**src/rtl/ssc_pkg.sv**
```systemverilog
// ----------------------------------------------------------------------------
// ssc_pkg: shared constants and types of the stereo soft-knee clipper
// Holds register codes and reset values, the fixed-point widths of the lane
// datapath and the pipeline depth.
// ----------------------------------------------------------------------------
package ssc_pkg;

  // Default build of the top level
  localparam int SAMPLE_BITS_DEF = 24;
  localparam int LANES_DEF       = 2;

  // Configuration registers
  localparam int LEVEL_BITS    = 23;
  localparam int RATIO_BITS    = 16;
  localparam int CFG_DATA_BITS = LEVEL_BITS;
  localparam int REG_IDX_BITS  = 2;

  typedef logic [REG_IDX_BITS-1:0] reg_idx_t;

  localparam reg_idx_t REG_CLIP_LEVEL = 2'd0;
  localparam reg_idx_t REG_RATIO      = 2'd1;
  localparam reg_idx_t REG_ENABLE     = 2'd2;

  localparam logic [LEVEL_BITS-1:0] CLIP_LEVEL_RST = 23'd4194304;
  localparam logic [RATIO_BITS-1:0] RATIO_RST      = 16'd16384;
  localparam logic                  ENABLE_RST     = 1'b1;

  // Bypass when level >= 1.99 in Q2.21, i.e. level * 100 >= 199 * 2^21
  localparam logic [LEVEL_BITS-1:0] BYPASS_MIN =
    LEVEL_BITS'((199 * (1 << 21) + 99) / 100);

  // Knee arithmetic: comparisons in units of 2^-16 of a sample LSB
  localparam int FRAC_SHIFT = 16;
  localparam int KNEE_BITS  = LEVEL_BITS + RATIO_BITS;   // half-width h = r*L
  localparam int D_BITS     = KNEE_BITS + 1;             // distance up to 2h
  localparam int HALF_BITS  = (D_BITS + 1) / 2;          // square split point
  localparam int PROD_BITS  = 2 * HALF_BITS;
  localparam int N_BITS     = 2 * D_BITS;                // d^2
  localparam int DIV_SHIFT  = 18;                        // divisor is h << 18
  localparam int REM_BITS   = N_BITS - DIV_SHIFT;
  localparam int Q_BITS     = 24;                        // knee quotient bits

  // Input register, classify, partial products, sum, quotient steps, output
  localparam int LATENCY = Q_BITS + 5;

  // Region of a sample magnitude against the knee
  typedef logic [1:0] cls_t;

  localparam cls_t CLS_ZERO = 2'd0;
  localparam cls_t CLS_PASS = 2'd1;
  localparam cls_t CLS_HARD = 2'd2;
  localparam cls_t CLS_KNEE = 2'd3;

endpackage

```
**src/rtl/ssc_merge.sv**
```systemverilog
// ----------------------------------------------------------------------------
// ssc_merge: lane merge and output skid buffer
// Packs the lane results into one output request and parts the lane
// pipeline from the output handshake with an output register and a skid.
// ----------------------------------------------------------------------------
module ssc_merge #(
  parameter int SAMPLE_BITS = ssc_pkg::SAMPLE_BITS_DEF,
  parameter int LANES       = ssc_pkg::LANES_DEF
) (
  input  logic                                     clk,
  input  logic                                     rst,
  input  logic                                     in_valid,
  output logic                                     in_ready,
  input  logic [SAMPLE_BITS-1:0]                   lane_res [LANES],
  output logic                                     m_tvalid,
  input  logic                                     m_tready,
  output logic [((LANES*SAMPLE_BITS+7)/8)*8-1:0]   m_tdata
);
  import ssc_pkg::*;

  localparam int DATA_W = ((LANES * SAMPLE_BITS + 7) / 8) * 8;

  logic [DATA_W-1:0] packed_res;
  logic [DATA_W-1:0] skid_data;
  logic              skid_full;
  logic              accept_in;
  logic              out_free;

  // Pack lanes, lane 0 in the lowest bits, zero fill to whole bytes
  always_comb begin
    packed_res = '0;
    for (int i = 0; i < LANES; i++) begin
      packed_res[i*SAMPLE_BITS +: SAMPLE_BITS] = lane_res[i];
    end
  end

  assign in_ready  = !skid_full;
  assign accept_in = in_valid && in_ready;
  assign out_free  = !m_tvalid || m_tready;

  // Output and skid control
  always_ff @(posedge clk) begin
    if (rst) begin
      m_tvalid  <= 1'b0;
      skid_full <= 1'b0;
    end else if (out_free) begin
      if (skid_full) begin
        m_tvalid  <= 1'b1;
        skid_full <= 1'b0;
      end else begin
        m_tvalid <= accept_in;
      end
    end else if (accept_in) begin
      skid_full <= 1'b1;
    end
  end

  // Output and skid data
  always_ff @(posedge clk) begin
    if (out_free) begin
      if (skid_full) begin
        m_tdata <= skid_data;
      end else if (accept_in) begin
        m_tdata <= packed_res;
      end
    end else if (accept_in) begin
      skid_data <= packed_res;
    end
  end

  // The skid only fills behind a held output request
  a_skid_behind_out: assert property (@(posedge clk) disable iff (rst)
    skid_full |-> m_tvalid)
    else $error("skid holds data while the output is empty");

  a_skid_on_stall: assert property (@(posedge clk) disable iff (rst)
    $rose(skid_full) |-> $past(m_tvalid && !m_tready))
    else $error("skid filled without an output stall");

endmodule

```
**config.mk**
```make
export PLATFORM = sky130hd
export DESIGN_NAME = ssc_merge
export DESIGN_NICKNAME = d
export VERILOG_FILES = /design/src/rtl/ssc_pkg.sv /design/src/rtl/ssc_merge.sv
export SDC_FILE = /design/constraint.sdc
export NUM_CORES = 1
export LEC_CHECK = 0
export BUFFER_PORTS_ARGS = -buffer_cell sky130_fd_sc_hd__buf_2
export CAP_MARGIN = 5
export CORE_MARGIN = 5
export CORE_UTILIZATION = 53
export CTS_BUF_LIST = sky130_fd_sc_hd__clkbuf_8
export CTS_CLUSTER_DIAMETER = 100
export DETAILED_ROUTE_END_ITERATION = 8
export PLACE_DENSITY = 0.88
export REMOVE_ABC_BUFFERS = 1
export SYNTH_ARGS = -nofsm -noshare
export SYNTH_HDL_FRONTEND = slang
export SYNTH_SLANG_ARGS = --single-unit
```
**constraint.sdc**
```tcl
create_clock -name clk -period 13.69 [get_ports clk]
set_clock_uncertainty 0.1 [all_clocks]
set_input_delay 0.6845 -clock clk [delete_from_list [all_inputs] [get_ports clk]]
set_output_delay 0.6845 -clock clk [all_outputs]
set_load 0.005 [all_outputs]
```
==> results.yml <==
critical_path:
  crit_path_start_kind: "register"
  crit_chain: "o21a_2"
  regToRegSetupSlack_ns: 11.20
  arrival_ns: 2.36
  timing.rr.end: "m_tdata[25]$_DFFE_PP_"
  slowest_delay_ns: 1.02
  worstPathRequired_ns: 13.56
  critPathSlowestCell: "o21a_2"
  worstPathBufferInverterCount: 0
  regToRegStartpoint: "skid_full$_SDFFE_PP0P_"
  crit_fanout: 52
  cp-end-kind: "register"
  rr_worst_depth: 1
  path_delay_family: "compound AO/OA/AOI/OAI gates"
  worstSetupPathType: "register to register"
cts:
  ctsResizeCount: 0
  tritoncts: "built"
  cts-hold-fix-buffers: 0
  cts-buffers-inserted: 9
  cts_root_buf: "clkbuf_8"
  clkSlewWorstSetupHoldPaths_ns: 0.09
  htreeDepth: 3
  clk_latency_ns: 0.35
  cts_setup_buffers: 0
  cts.sinks: 98
  clock_path_buffers: 2
floorplan:
  start_util: 0.550
  rows: 30
  pin_count: 102
  core_um2: 6870
  die_w_um: 94.4
  dieArea_um2: 8920
  fp.dieH_um: 94.4
run_status:
  status: "finished, final reports clean"
placed_design:
  io_buffers: 101
  post-dp-hpwl_um: 4280
  postPlaceCellArea_um2: 4330
  place_congestion: 0.720
  post-place-ws_ns: 11.14
detailed_routing:
  routed_wl_um: 6070
  drc: 0
  routed-wl-met2_um: 2940
  highest_layer: "met4"
  drt_pass1_iterations: 4
  wl_met1_um: 2570
  drt_iter0_drc: 72
  vias_per_cell: 4.83
  postRouteAntennaNets: 0
  wl_met3_um: 468
  wl_per_cell_um: 16.5
  vias: 1776
timing:
  final.setup.tns_ns: 0
  finalSetupViolations: 0
  worst_slack_ns: 11.20
  post-route-period-util: 0.182
  fmax_ghz: 0.402
  hold_viol: 0
  max_slew_margin: 0.256
  post-route-min-period_ns: 2.49
  hold_ws_ns: 0.419
  slew_viol_final: 0
  tightest_slew_ns: 1.12
  grt_setup_unrepaired: "false"
final_layout:
  fillers: 472
  drive_gt1_frac: 0.621
  n_antenna_cell: 0
  fin_nets: 319
  stdcell_area_um2: 4520
  syn2layout_area_growth_pct: 19.8
run:
  max-cap-violations: 0
min_path:
  min_path_cells: 2
  min-delay-start: "rst"
  min_path_type: "input port to register"
  hold-path-endpoint: "skid_full$_SDFFE_PP0P_"
synthesis:
  synth_compound_area_frac: 0.00331
  synth_top_family_by_area: "multiplexers"
  netlist_area_um2: 3780
  synthMuxAreaShare: 0.189
  synth-adder-area-share: 0
  synthCells: 159
  synth_seq_cells: 98
  synth_cell_type_count: 13
  synthSimpleGateAreaFrac: 0.00596
  synth_xor_area_frac: 0
  ys_seq_area_frac: 0.774
  synth_warnings: 0
  synth.avg_cell_area_um2: 23.8
global_routing:
  grt_antenna_before_repair: 0
  grt_pass1_wl_um: 8830
  grtUsageTotal: 0.134
  grt_max_degree: 53
  grt_pass1_vias: 1762
  grt-ovfl-total: 0
pwr:
  total_leakage_power_nw: 1.76
  peakVddDrop_uv: 53.2
  power_density_nw_per_um2: 127
-- layout by cell type, fill, tap and decap left out, drive strengths merged, types with 2 or more instances in the layout --
master / count
buf: 103
clkbuf: 9
clkinv: 2
clkinvlp: 2
dfxtp: 2
edfxtp: 96
inv: 3
mux2: 48
-- sequential cells by signal, indices dropped and copies added (netlist names) --
name       cells
m_tdata       48
skid_full      1
m_tvalid       1
skid_data     48
-- cells by family (layout without fill, tap and decap cells) --
| group | Yosys count | count (layout) |
|---|---|---|
| and+or+nand+nor | 4 | 4 |
| DFF | 98 | 98 |
| AOI/OAI and AO/OA | 2 | 2 |
| buffers and inverters | 7 | 120 |
| muxes | 48 | 48 |
-- worst max-delay path by stage --
stage	startpoint	endpoint	slack, ns	cells past startpoint
finish	skid_full$_SDFFE_PP0P_	m_tdata[25]$_DFFE_PP_	11.20	1
CTS	skid_full$_SDFFE_PP0P_	m_tdata[3]$_DFFE_PP_	11.14	1
global route	skid_full$_SDFFE_PP0P_	m_tdata[11]$_DFFE_PP_	11.02	1
floorplan	skid_full$_SDFFE_PP0P_	skid_data[0]$_DFFE_PP_	8.02	1
detailed placement	skid_full$_SDFFE_PP0P_	m_tdata[36]$_DFFE_PP_	11.14	1
global placement	skid_full$_SDFFE_PP0P_	m_tdata[36]$_DFFE_PP_	11.23	1
-- cells in the mapped netlist --
cell	n	area, um^2
mux2_4	46	691
mux2_2	2	22.5
nor2_1	1	3.75
a21oi_1	1	5.00
buf_6	2	22.5
edfxtp_1	96	2880
buf_12	4	80.1
inv_1	1	3.75
nor3_1	1	5.00
nand2b_1	1	6.26
nor3b_1	1	7.51
o21a_1	1	7.51
dfxtp_1	2	40.0
-- per-layer routing --
| layer | vias to the layer above | GRT usage |
|---|---|---|
| met1 | 844 | 0.179 |
| met5 | - | 0 |
| met3 | 8 | 0.0375 |
| met2 | 79 | 0.206 |
| met4 | 0 | 0.0614 |
| li1 | 845 | - |
-- report_power, final --
part	leakage (nW)	switching [mW]	internal, mW	total, mW
clock network	0.0939	0.0959	0.0854	0.181
logic	0.743	0.0175	0.0236	0.0411
registers	0.919	0.00497	0.345	0.350
total	1.76	0.118	0.454	0.573
-- through the flow --
| step | total power, mW | std cells | util |
|---|---|---|---|
| floorplan | 0.377 | 153 | - |
| global placement | 0.398 | 352 | 0.630 |
| detailed placement | 0.400 | 352 | 0.630 |
| CTS | 0.580 | 368 | 0.659 |
| global route | 0.597 | 368 | 0.659 |
| finish | 0.573 | 368 | 0.659 |
-- final cells by class --
class / instances / area, um^2 / share of cell area
inverter: 1 / 3.75 / 0.000830
timing repair buffer: 103 / 520 / 0.115
clock buffer: 9 / 124 / 0.0274
sequential: 98 / 2930 / 0.647
multi-input combinational: 54 / 754 / 0.167
tap: 96 / 120 / 0.0265
clock inverter: 7 / 75.1 / 0.0166
Power figures use the tool's default switching activity.
